File: config.mk
export PLATFORM = sky130hd
export DESIGN_NAME = kline_frame_receiver_checksum
export DESIGN_NICKNAME = d
export VERILOG_FILES = /design/src/design/kfr_pkg.sv /design/src/design/kfr_apb_regs.sv /design/src/design/kfr_core.sv /design/src/design/kfr_out_fifo.sv /design/src/design/kline_frame_receiver_checksum.sv
export SDC_FILE = /design/constraint.sdc
export NUM_CORES = 1
export LEC_CHECK = 0
export BUFFER_PORTS_ARGS = -buffer_cell sky130_fd_sc_hd__buf_2
export CAP_MARGIN = 20
export CORE_ASPECT_RATIO = 0.8
export CORE_MARGIN = 1
export CORE_UTILIZATION = 35
export CTS_BUF_LIST = sky130_fd_sc_hd__clkbuf_2 sky130_fd_sc_hd__clkbuf_4 sky130_fd_sc_hd__clkbuf_8
export CTS_CLUSTER_DIAMETER = 50
export DETAILED_ROUTE_END_ITERATION = 8
export GPL_TIMING_DRIVEN = 0
export PLACE_DENSITY = 0.6
export SYNTH_ARGS = -nofsm -noshare
export SYNTH_HDL_FRONTEND = slang
export SYNTH_SLANG_ARGS = --single-unit
File: constraint.sdc
create_clock -name clk -period 7.5 [get_ports clk]
set_clock_uncertainty 0.1 [all_clocks]
set_input_delay 0.75 -clock clk [delete_from_list [all_inputs] [get_ports clk]]
set_output_delay 0.75 -clock clk [all_outputs]
set_load 0.02 [all_outputs]
File: src/design/kfr_pkg.sv
`default_nettype none
// ----------------------------------------------------------------------------
// kfr_pkg
// Shared types, codes and the frame status function for the frame receiver.
// ----------------------------------------------------------------------------
package kfr_pkg;

  localparam logic [1:0] OP_TICK  = 2'd0;
  localparam logic [1:0] OP_BYTE  = 2'd1;
  localparam logic [1:0] OP_START = 2'd2;

  localparam logic KIND_DATA   = 1'b0;
  localparam logic KIND_REPORT = 1'b1;

  localparam logic [1:0] STATUS_VALID = 2'd0;
  localparam logic [1:0] STATUS_BAD   = 2'd1;
  localparam logic [1:0] STATUS_EMPTY = 2'd2;

  localparam logic [15:0] GAP_TIMEOUT_RESET = 16'd400;
  localparam logic [15:0] GAP_MAX           = 16'hFFFF;

  localparam int unsigned REG_GAP_TIMEOUT = 0;

  localparam int unsigned FIFO_DEPTH = 4;
  localparam int unsigned FIFO_AW    = 2;
  localparam int unsigned FIFO_CW    = 3;

  typedef struct packed {
    logic       kind;
    logic [7:0] data_byte;
    logic [7:0] byte_index;
    logic [7:0] frame_length;
    logic [1:0] status;
    logic       last;
  } result_t;

  typedef struct packed {
    logic    push0;
    logic    push1;
    result_t res0;
    result_t res1;
  } res_push_t;

  function automatic logic [1:0] frame_status(input logic [7:0] count,
                                              input logic [7:0] sum,
                                              input logic [7:0] newest);
    logic [7:0] head_sum;
    head_sum = sum - newest;
    if (count == 8'd0) begin
      frame_status = STATUS_EMPTY;
    end else if (count < 8'd2) begin
      frame_status = STATUS_BAD;
    end else if (head_sum == newest || sum == 8'd0) begin
      frame_status = STATUS_VALID;
    end else begin
      frame_status = STATUS_BAD;
    end
  endfunction

endpackage
`default_nettype wire

File: src/design/kfr_apb_regs.sv
`default_nettype none
// ----------------------------------------------------------------------------
// kfr_apb_regs
// APB-style register port holding the idle gap timeout.
// ----------------------------------------------------------------------------
module kfr_apb_regs (
  input  wire logic        clk,
  input  wire logic        rst,
  input  wire logic        psel,
  input  wire logic        penable,
  input  wire logic        pwrite,
  input  wire logic [2:0]  paddr,
  input  wire logic [31:0] pwdata,
  output logic [31:0]      prdata,
  output logic             pready,
  output logic [15:0]      gap_timeout_ms
);
  import kfr_pkg::*;

  logic sel_timeout;

  assign sel_timeout = (paddr[2] == 1'(REG_GAP_TIMEOUT));
  assign pready      = 1'b1;

  always_ff @(posedge clk) begin
    if (rst) begin
      gap_timeout_ms <= GAP_TIMEOUT_RESET;
    end else if (psel && penable && pwrite && pready && sel_timeout) begin
      gap_timeout_ms <= pwdata[15:0];
    end
  end

  always_comb begin
    prdata = 32'd0;
    if (sel_timeout) begin
      prdata = {16'd0, gap_timeout_ms};
    end
  end

endmodule
`default_nettype wire

File: src/design/kfr_core.sv
`default_nettype none
// ----------------------------------------------------------------------------
// kfr_core
// Frame state and per-transaction result logic behind the input register.
// ----------------------------------------------------------------------------
module kfr_core #(
  parameter int unsigned MAX_FRAME = 255
) (
  input  wire logic        clk,
  input  wire logic        rst,
  input  wire logic        item_valid,
  input  wire logic [1:0]  item_op,
  input  wire logic [7:0]  item_byte,
  input  wire logic [15:0] gap_timeout_ms,
  output kfr_pkg::res_push_t push
);
  import kfr_pkg::*;

  logic        receiving, receiving_next;
  logic        first_seen, first_seen_next;
  logic [7:0]  kept_count, kept_count_next;
  logic [7:0]  running_sum, running_sum_next;
  logic [7:0]  newest_byte, newest_byte_next;
  logic [15:0] gap_count, gap_count_next;
  logic [15:0] gap_inc;
  logic        full;

  assign gap_inc = (gap_count == GAP_MAX) ? gap_count : gap_count + 16'd1;
  assign full    = ({1'b0, kept_count} + 9'd1) >= 9'(MAX_FRAME);

  always_comb begin
    receiving_next   = receiving;
    first_seen_next  = first_seen;
    kept_count_next  = kept_count;
    running_sum_next = running_sum;
    newest_byte_next = newest_byte;
    gap_count_next   = gap_count;
    push             = '0;
    if (item_valid) begin
      if (item_op == OP_START) begin
        receiving_next   = 1'b1;
        first_seen_next  = 1'b0;
        kept_count_next  = 8'd0;
        running_sum_next = 8'd0;
        newest_byte_next = 8'd0;
        gap_count_next   = 16'd0;
      end else if (receiving && item_op == OP_TICK) begin
        gap_count_next = gap_inc;
        if (gap_inc >= gap_timeout_ms) begin
          push.push0             = 1'b1;
          push.res0.kind         = KIND_REPORT;
          push.res0.frame_length = kept_count;
          push.res0.status       = frame_status(kept_count, running_sum, newest_byte);
          push.res0.last         = 1'b1;
          receiving_next         = 1'b0;
        end
      end else if (receiving && item_op == OP_BYTE &&
                   (first_seen || item_byte != 8'd0)) begin
        first_seen_next        = 1'b1;
        running_sum_next       = running_sum + item_byte;
        newest_byte_next       = item_byte;
        gap_count_next         = 16'd0;
        kept_count_next        = kept_count + 8'd1;
        push.push0             = 1'b1;
        push.res0.kind         = KIND_DATA;
        push.res0.data_byte    = item_byte;
        push.res0.byte_index   = kept_count;
        push.res0.last         = !full;
        if (full) begin
          push.push1             = 1'b1;
          push.res1.kind         = KIND_REPORT;
          push.res1.frame_length = kept_count_next;
          push.res1.status       = frame_status(kept_count_next, running_sum_next,
                                                item_byte);
          push.res1.last         = 1'b1;
          receiving_next         = 1'b0;
        end
      end
    end
  end

  always_ff @(posedge clk) begin
    if (rst) begin
      receiving   <= 1'b0;
      first_seen  <= 1'b0;
      kept_count  <= 8'd0;
      running_sum <= 8'd0;
      newest_byte <= 8'd0;
      gap_count   <= 16'd0;
    end else begin
      receiving   <= receiving_next;
      first_seen  <= first_seen_next;
      kept_count  <= kept_count_next;
      running_sum <= running_sum_next;
      newest_byte <= newest_byte_next;
      gap_count   <= gap_count_next;
    end
  end

endmodule
`default_nettype wire

File: src/design/kfr_out_fifo.sv
`default_nettype none
// ----------------------------------------------------------------------------
// kfr_out_fifo
// Small result queue taking up to two results per cycle, one out per cycle while out_ready is high.
// ----------------------------------------------------------------------------
module kfr_out_fifo (
  input  wire logic             clk,
  input  wire logic             rst,
  input  wire kfr_pkg::res_push_t push,
  input  wire logic             out_ready,
  output logic                  out_valid,
  output kfr_pkg::result_t      head,
  output logic [kfr_pkg::FIFO_CW-1:0] count
);
  import kfr_pkg::*;

  result_t              mem [FIFO_DEPTH];
  logic [FIFO_AW-1:0]   rd_ptr, wr_ptr, wr_ptr1;
  logic                 pop;

  assign out_valid = (count != '0);
  assign pop       = out_valid && out_ready;
  assign head      = mem[rd_ptr];
  assign wr_ptr1   = wr_ptr + FIFO_AW'(1);

  always_ff @(posedge clk) begin
    if (push.push0) begin
      mem[wr_ptr] <= push.res0;
    end
    if (push.push1) begin
      mem[wr_ptr1] <= push.res1;
    end
  end

  always_ff @(posedge clk) begin
    if (rst) begin
      rd_ptr <= '0;
      wr_ptr <= '0;
      count  <= '0;
    end else begin
      rd_ptr <= rd_ptr + FIFO_AW'(pop);
      wr_ptr <= wr_ptr + FIFO_AW'(push.push0) + FIFO_AW'(push.push1);
      count  <= count + FIFO_CW'(push.push0) + FIFO_CW'(push.push1) - FIFO_CW'(pop);
    end
  end

endmodule
`default_nettype wire

File: src/design/kline_frame_receiver_checksum.sv
`default_nettype none
// ----------------------------------------------------------------------------
// kline_frame_receiver_checksum
// Serial frame receiver: keeps bytes, times the idle gap, checks the sum.
// Path: input register, frame core, result queue. Throughput: one input
// transaction per cycle while in_ready is high; a full frame gives two
// results from one transaction, drained through a four-entry result queue.
// Reset: synchronous, clears frame state and queue; timeout returns to 400.
// ----------------------------------------------------------------------------
module kline_frame_receiver_checksum #(
  parameter int unsigned MAX_FRAME = 255
) (
  input  wire logic        clk,
  input  wire logic        rst,
  input  wire logic        psel,
  input  wire logic        penable,
  input  wire logic        pwrite,
  input  wire logic [2:0]  paddr,
  input  wire logic [31:0] pwdata,
  output logic [31:0]      prdata,
  output logic             pready,
  input  wire logic        in_valid,
  output logic             in_ready,
  input  wire logic [1:0]  op,
  input  wire logic [7:0]  rx_byte,
  output logic             out_valid,
  input  wire logic        out_ready,
  output logic             kind,
  output logic [7:0]       data_byte,
  output logic [7:0]       byte_index,
  output logic [7:0]       frame_length,
  output logic [1:0]       status,
  output logic             last
);
  import kfr_pkg::*;

  logic [15:0]        gap_timeout_ms;
  logic               s1_valid;
  logic [1:0]         s1_op;
  logic [7:0]         s1_byte;
  res_push_t          push;
  result_t            head;
  logic [FIFO_CW-1:0] count;
  logic [FIFO_CW:0]   need;
  logic [FIFO_CW:0]   room;

  kfr_apb_regs u_regs (
    .clk            (clk),
    .rst            (rst),
    .psel           (psel),
    .penable        (penable),
    .pwrite         (pwrite),
    .paddr          (paddr),
    .pwdata         (pwdata),
    .prdata         (prdata),
    .pready         (pready),
    .gap_timeout_ms (gap_timeout_ms)
  );

  // reserve two slots for the staged transaction and two for the new one
  assign need     = {1'b0, count} + (s1_valid ? (FIFO_CW+1)'(2) : '0) + (FIFO_CW+1)'(2);
  assign room     = (FIFO_CW+1)'(FIFO_DEPTH) + (FIFO_CW+1)'(out_valid && out_ready);
  assign in_ready = (need <= room);

  always_ff @(posedge clk) begin
    if (rst) begin
      s1_valid <= 1'b0;
    end else begin
      s1_valid <= in_valid && in_ready;
    end
  end

  always_ff @(posedge clk) begin
    if (in_valid && in_ready) begin
      s1_op   <= op;
      s1_byte <= rx_byte;
    end
  end

  kfr_core #(
    .MAX_FRAME (MAX_FRAME)
  ) u_core (
    .clk            (clk),
    .rst            (rst),
    .item_valid     (s1_valid),
    .item_op        (s1_op),
    .item_byte      (s1_byte),
    .gap_timeout_ms (gap_timeout_ms),
    .push           (push)
  );

  kfr_out_fifo u_fifo (
    .clk       (clk),
    .rst       (rst),
    .push      (push),
    .out_ready (out_ready),
    .out_valid (out_valid),
    .head      (head),
    .count     (count)
  );

  assign kind         = head.kind;
  assign data_byte    = head.data_byte;
  assign byte_index   = head.byte_index;
  assign frame_length = head.frame_length;
  assign status       = head.status;
  assign last         = head.last;

endmodule
`default_nettype wire
==> results <==
- During I/O placement, the number of pins put on the boundary was 115.
- The required time reported for the critical path endpoint is 7.47 ns.
- The first routing iteration left 688 violations.
- The number of antenna diodes in the final layout is 0.
- The setup path with the least slack is of type flip-flop to flip-flop.
- The pin count of the biggest net entering global routing is 19.
- The critical path startpoint category is a flip-flop.
- The finished cells cover 11200 um2.
- The setup TNS is 0 ns.
- The count of nets left with antenna violations after detail routing is 0.
- The main flop type after synthesis is sky130_fd_sc_hd__dfxtp_1.
- The buffers inserted during post-CTS setup optimization is 0.
- From synthesis to final layout, the design area changed by 13.4%.
- Of the available clock period, the critical path in the final layout requires 73.3%.
- The final count of negative-setup-slack endpoints is 0.
- The via density per instance is 5.26.
- The top achievable clock speed is 182 MHz.
- The CTS tree is done.
- Of the cells placed in the final design, the portion with a size suffix greater than 1 is 16.2%.
- The worst max-slew margin expressed relative to the limit is 32.6%.
- The area of the mapped netlist is 9860 um2.
- For this run, design rule violations remaining after detail routing come to 0.
- Of all cell types, the one taking the most synthesized area is sky130_fd_sc_hd__dfxtp_1.
- The initial utilization of the core area, before any placement, comes to 35.9%.
- Power spread over the standard cell area amounts to 217 nW/um2.
- The core region is 27500 um2.
- The number of vias after detailed routing is 8075.
- For this design the static power due to leakage is 4.16 nW.
- The wire length of the first global-routing pass is 42400 um.
- The area of placed instances is 10800 um2.
- The number of buffers inserted by port buffering is 77.
- Buffers inserted to repair hold after CTS numbered 0.
- The overall fraction of global-route tracks in use is 19.0%.
- Detailed placement finished with a half-perimeter wire length of 19900 um.
- The final wirelength is 26700 um.
- The number of endpoints with negative hold slack in the final report is 0.
- Synthesis produced a netlist whose cell count is 1048.
- For hold timing, the worst endpoint is s1_op[0]$_DFFE_PP_.
- The via count of the first global-routing pass is 7614.
- Across the run, the number of max-cap violations was 0.
- Measured along the y axis, the die boundary spans 152 um.
- The final critical path time including I/O delays and setup is 5.50 ns.
- The synthesized design contains 187 register bits.
- The cell depth of the worst flop-to-flop path is 15.
- The worst-case IR drop observed on VDD is 147 uV.
- Summed over its instances, the top area cell type makes up 26.2% of the synthesized netlist area.
- The number of antenna violations at the first check in global routing came to 0.
- In the synthesized netlist, the cells that appear most often are sky130_fd_sc_hd__dfxtp_1 (129), sky130_fd_sc_hd__nand2_1 (100), sky130_fd_sc_hd__nand3_1 (87), sky130_fd_sc_hd__nor2_1 (72), sky130_fd_sc_hd__o21ai_1 (63).
- The full die area is 28900 um2.
- Clock tree synthesis inserted a total of 17 buffers.
- Gates resized during post-CTS repair numbered 0.
- The number of H-tree levels is 4.
- For this run, the number of Yosys warnings is 0.
- Dividing the synthesized area by the synthesized cell count gives 9.41 um2.
- The worst hold path cell count is 1.
- Setup repair after global routing left no endpoint under its margin.
- The clock passes through at most 2 buffers.
- The number of clock sinks is 187.
- The count of distinct cell types in the synthesized netlist is 70.
- The most instantiated library cell after synthesis is sky130_fd_sc_hd__dfxtp_1.
- At the end of the flow, the number of nets in the layout was 1261.
- The width of the die is 190 um.
- Dividing the detail-routed wire length by the instance count gives 17.4 um.
- Row generation in the floorplan step produced 54 rows.
- The library cell used as clock root buffer is sky130_fd_sc_hd__clkbuf_8.
- In this run the worst hold path is classified as primary input to flip-flop.
- The number of pins exceeding their max-slew limit in the final report came to 0.
- For this run, the register share of the synthesized area comes to 43.8%.
- The run finished with clean final reports.
- Counting flops with a built-in enable in the synthesized netlist gives 58.
- The worst setup path is captured at a flip-flop.
- The arrival time of the worst setup path is 5.47 ns.
- The worst hold path begins at op[0].
- At the pin with the least slew margin, the transition time is 0.998 ns.
- The reg-to-reg endpoint is u_fifo.mem[3][1]$_DFFE_PP_.
- The final estimated routing congestion in global placement is 0.862.
- The post-synthesis async set-or-reset flop share is 0%.
- In this run the worst path has a maximum fanout of 12.
- At the later pin of the worst-skew pair, clock insertion delay measures 0.49 ns.
- The clock transition time at the flip-flop clock pins of the worst setup and hold paths is 0.12 ns.
- Sorting the synthesized cells by area gives the leading types as sky130_fd_sc_hd__dfxtp_1 (26%), sky130_fd_sc_hd__edfxtp_1 (18%), sky130_fd_sc_hd__mux4_2 (6.4%).
- The setup slack on the worst flop-to-flop path is 2.00 ns.
- The worst setup path startpoint is u_core.gap_count[3]$_SDFFE_PP0P_.
- For this run the aggregate overflow at the end of global routing stands at 0.
- The number of optimization iterations in the first detailed-route pass is 5.
- The utilization after layout is 40.7%.
- The origin of the critical flop-to-flop path is u_core.gap_count[3]$_SDFFE_PP0P_.
stage by stage:
stage,setup WS (ns),hold WS [ns],power [mW],cells
after floorplan,2.99,0.336,1.56,1063
after global placement,2.13,0.344,1.69,1504
after detailed placement,2.18,0.346,1.70,1504
after CTS,2.09,0.305,2.45,1536
after global routing,1.65,0.298,2.55,1536
final,2.00,0.335,2.43,1536
how the worst max path moves through the flow:
| stage | to | slack, ns | cells past startpoint |
|---|---|---|---|
| after detailed placement | u_fifo.mem[3][7]$_DFFE_PP_ | 2.18 | 15 |
| after CTS | u_fifo.mem[3][1]$_DFFE_PP_ | 2.09 | 15 |
| final | u_fifo.mem[3][1]$_DFFE_PP_ | 2.00 | 15 |
| after floorplan | u_fifo.count[2]$_SDFF_PP0_ | 2.99 | 20 |
| after global routing | u_fifo.mem[3][1]$_DFFE_PP_ | 1.65 | 15 |
| after global placement | u_fifo.mem[3][1]$_DFFE_PP_ | 2.13 | 15 |
logic make-up (layout without fill, tap and decap cells):
logic type / Yosys count / after routing / share of synthesized area [%]
compound gates: 249 / 249 / 14.8
xor+xnor: 48 / 48 / 4.34
fa+ha+maj: 50 / 50 / 6.72
buf+inv: 128 / 237 / 6.01
flops: 187 / 187 / 43.8
mux: 29 / 29 / 6.51
other cells: 2 / 17 / 0.0761
simple gates: 355 / 355 / 17.7
cell usage in the layout (no fill, tap or decap), types with 5 or more instances in the layout:
cell / count
sky130_fd_sc_hd__dfxtp_1: 129
sky130_fd_sc_hd__nand2_1: 100
sky130_fd_sc_hd__buf_2: 92
sky130_fd_sc_hd__nand3_1: 87
sky130_fd_sc_hd__nor2_1: 72
sky130_fd_sc_hd__o21ai_1: 63
sky130_fd_sc_hd__o21ai_0: 62
sky130_fd_sc_hd__edfxtp_1: 58
sky130_fd_sc_hd__a21oi_1: 53
sky130_fd_sc_hd__inv_1: 47
sky130_fd_sc_hd__ha_1: 45
sky130_fd_sc_hd__clkbuf_1: 40
sky130_fd_sc_hd__xnor2_1: 36
sky130_fd_sc_hd__mux4_2: 28
sky130_fd_sc_hd__buf_4: 23
sky130_fd_sc_hd__clkbuf_8: 18
sky130_fd_sc_hd__conb_1: 17
sky130_fd_sc_hd__nor3_1: 13
sky130_fd_sc_hd__nor2b_1: 12
sky130_fd_sc_hd__xor2_1: 11
sky130_fd_sc_hd__a21o_1: 11
sky130_fd_sc_hd__nand2b_1: 11
sky130_fd_sc_hd__nand4_1: 10
sky130_fd_sc_hd__a22oi_1: 10
sky130_fd_sc_hd__or3_1: 9
sky130_fd_sc_hd__and2_1: 9
sky130_fd_sc_hd__o22ai_1: 8
sky130_fd_sc_hd__and3_1: 7
sky130_fd_sc_hd__a22o_1: 5
sky130_fd_sc_hd__fa_1: 5
per-layer routing:
| metal | vias to the layer above | GRT usage [%] | wire length, um |
|---|---|---|---|
| met2 | 244 | 27.9 | 11400 |
| met3 | 25 | 4.03 | 1670 |
| met4 | 0 | 4.61 | 349 |
| met1 | 3866 | 28.2 | 13300 |
| met5 | - | 0 | 0 |
| li1 | 3940 | - | - |
sequential cells by signal (all words and copies together), names as in the netlist:
signal,flops
u_fifo.mem,112
u_core.gap_count,16
u_regs.gap_timeout_ms,16
s1_byte,8
u_core.kept_count,8
u_core.running_sum,8
u_core.newest_byte,7
u_fifo.count,3
s1_op,2
u_fifo.rd_ptr,2
u_fifo.wr_ptr,2
s1_valid,1
u_core.first_seen,1
u_core.receiving,1
power breakdown:
part	internal [mW]	switching (mW)
clock network	0.325	0.415
logic	0.237	0.323
registers	1.08	0.0456
total	1.64	0.784
critical path, stage by stage (launching register included):
cell and delay (ns):
sky130_fd_sc_hd__dfxtp_1 0.32, sky130_fd_sc_hd__buf_2 0.18, sky130_fd_sc_hd__nand4_1 0.22, sky130_fd_sc_hd__nor4_4 0.46, sky130_fd_sc_hd__nand3b_2 0.32, sky130_fd_sc_hd__and2_1 0.31, sky130_fd_sc_hd__and3_1 0.24, sky130_fd_sc_hd__xor2_1 0.22
sky130_fd_sc_hd__ha_1 0.28, sky130_fd_sc_hd__a211oi_1 0.28, sky130_fd_sc_hd__o21ai_1 0.17, sky130_fd_sc_hd__a311o_1 0.38, sky130_fd_sc_hd__a211o_1 0.37, sky130_fd_sc_hd__nand4_1 0.22, sky130_fd_sc_hd__clkbuf_1 0.46, sky130_fd_sc_hd__nand2_1 0.55
cell type report:
class	instances	area [um2]
fillers	2740	16300
multi-input cells	748	5000
flip-flops and latches	187	4320
well taps	364	455
plain buffers	81	417
repair buffers	77	385
clock buffers	19	255
inverters	47	176
clock inverters	13	173
No activity file was read; power rests on OpenSTA's default activity.
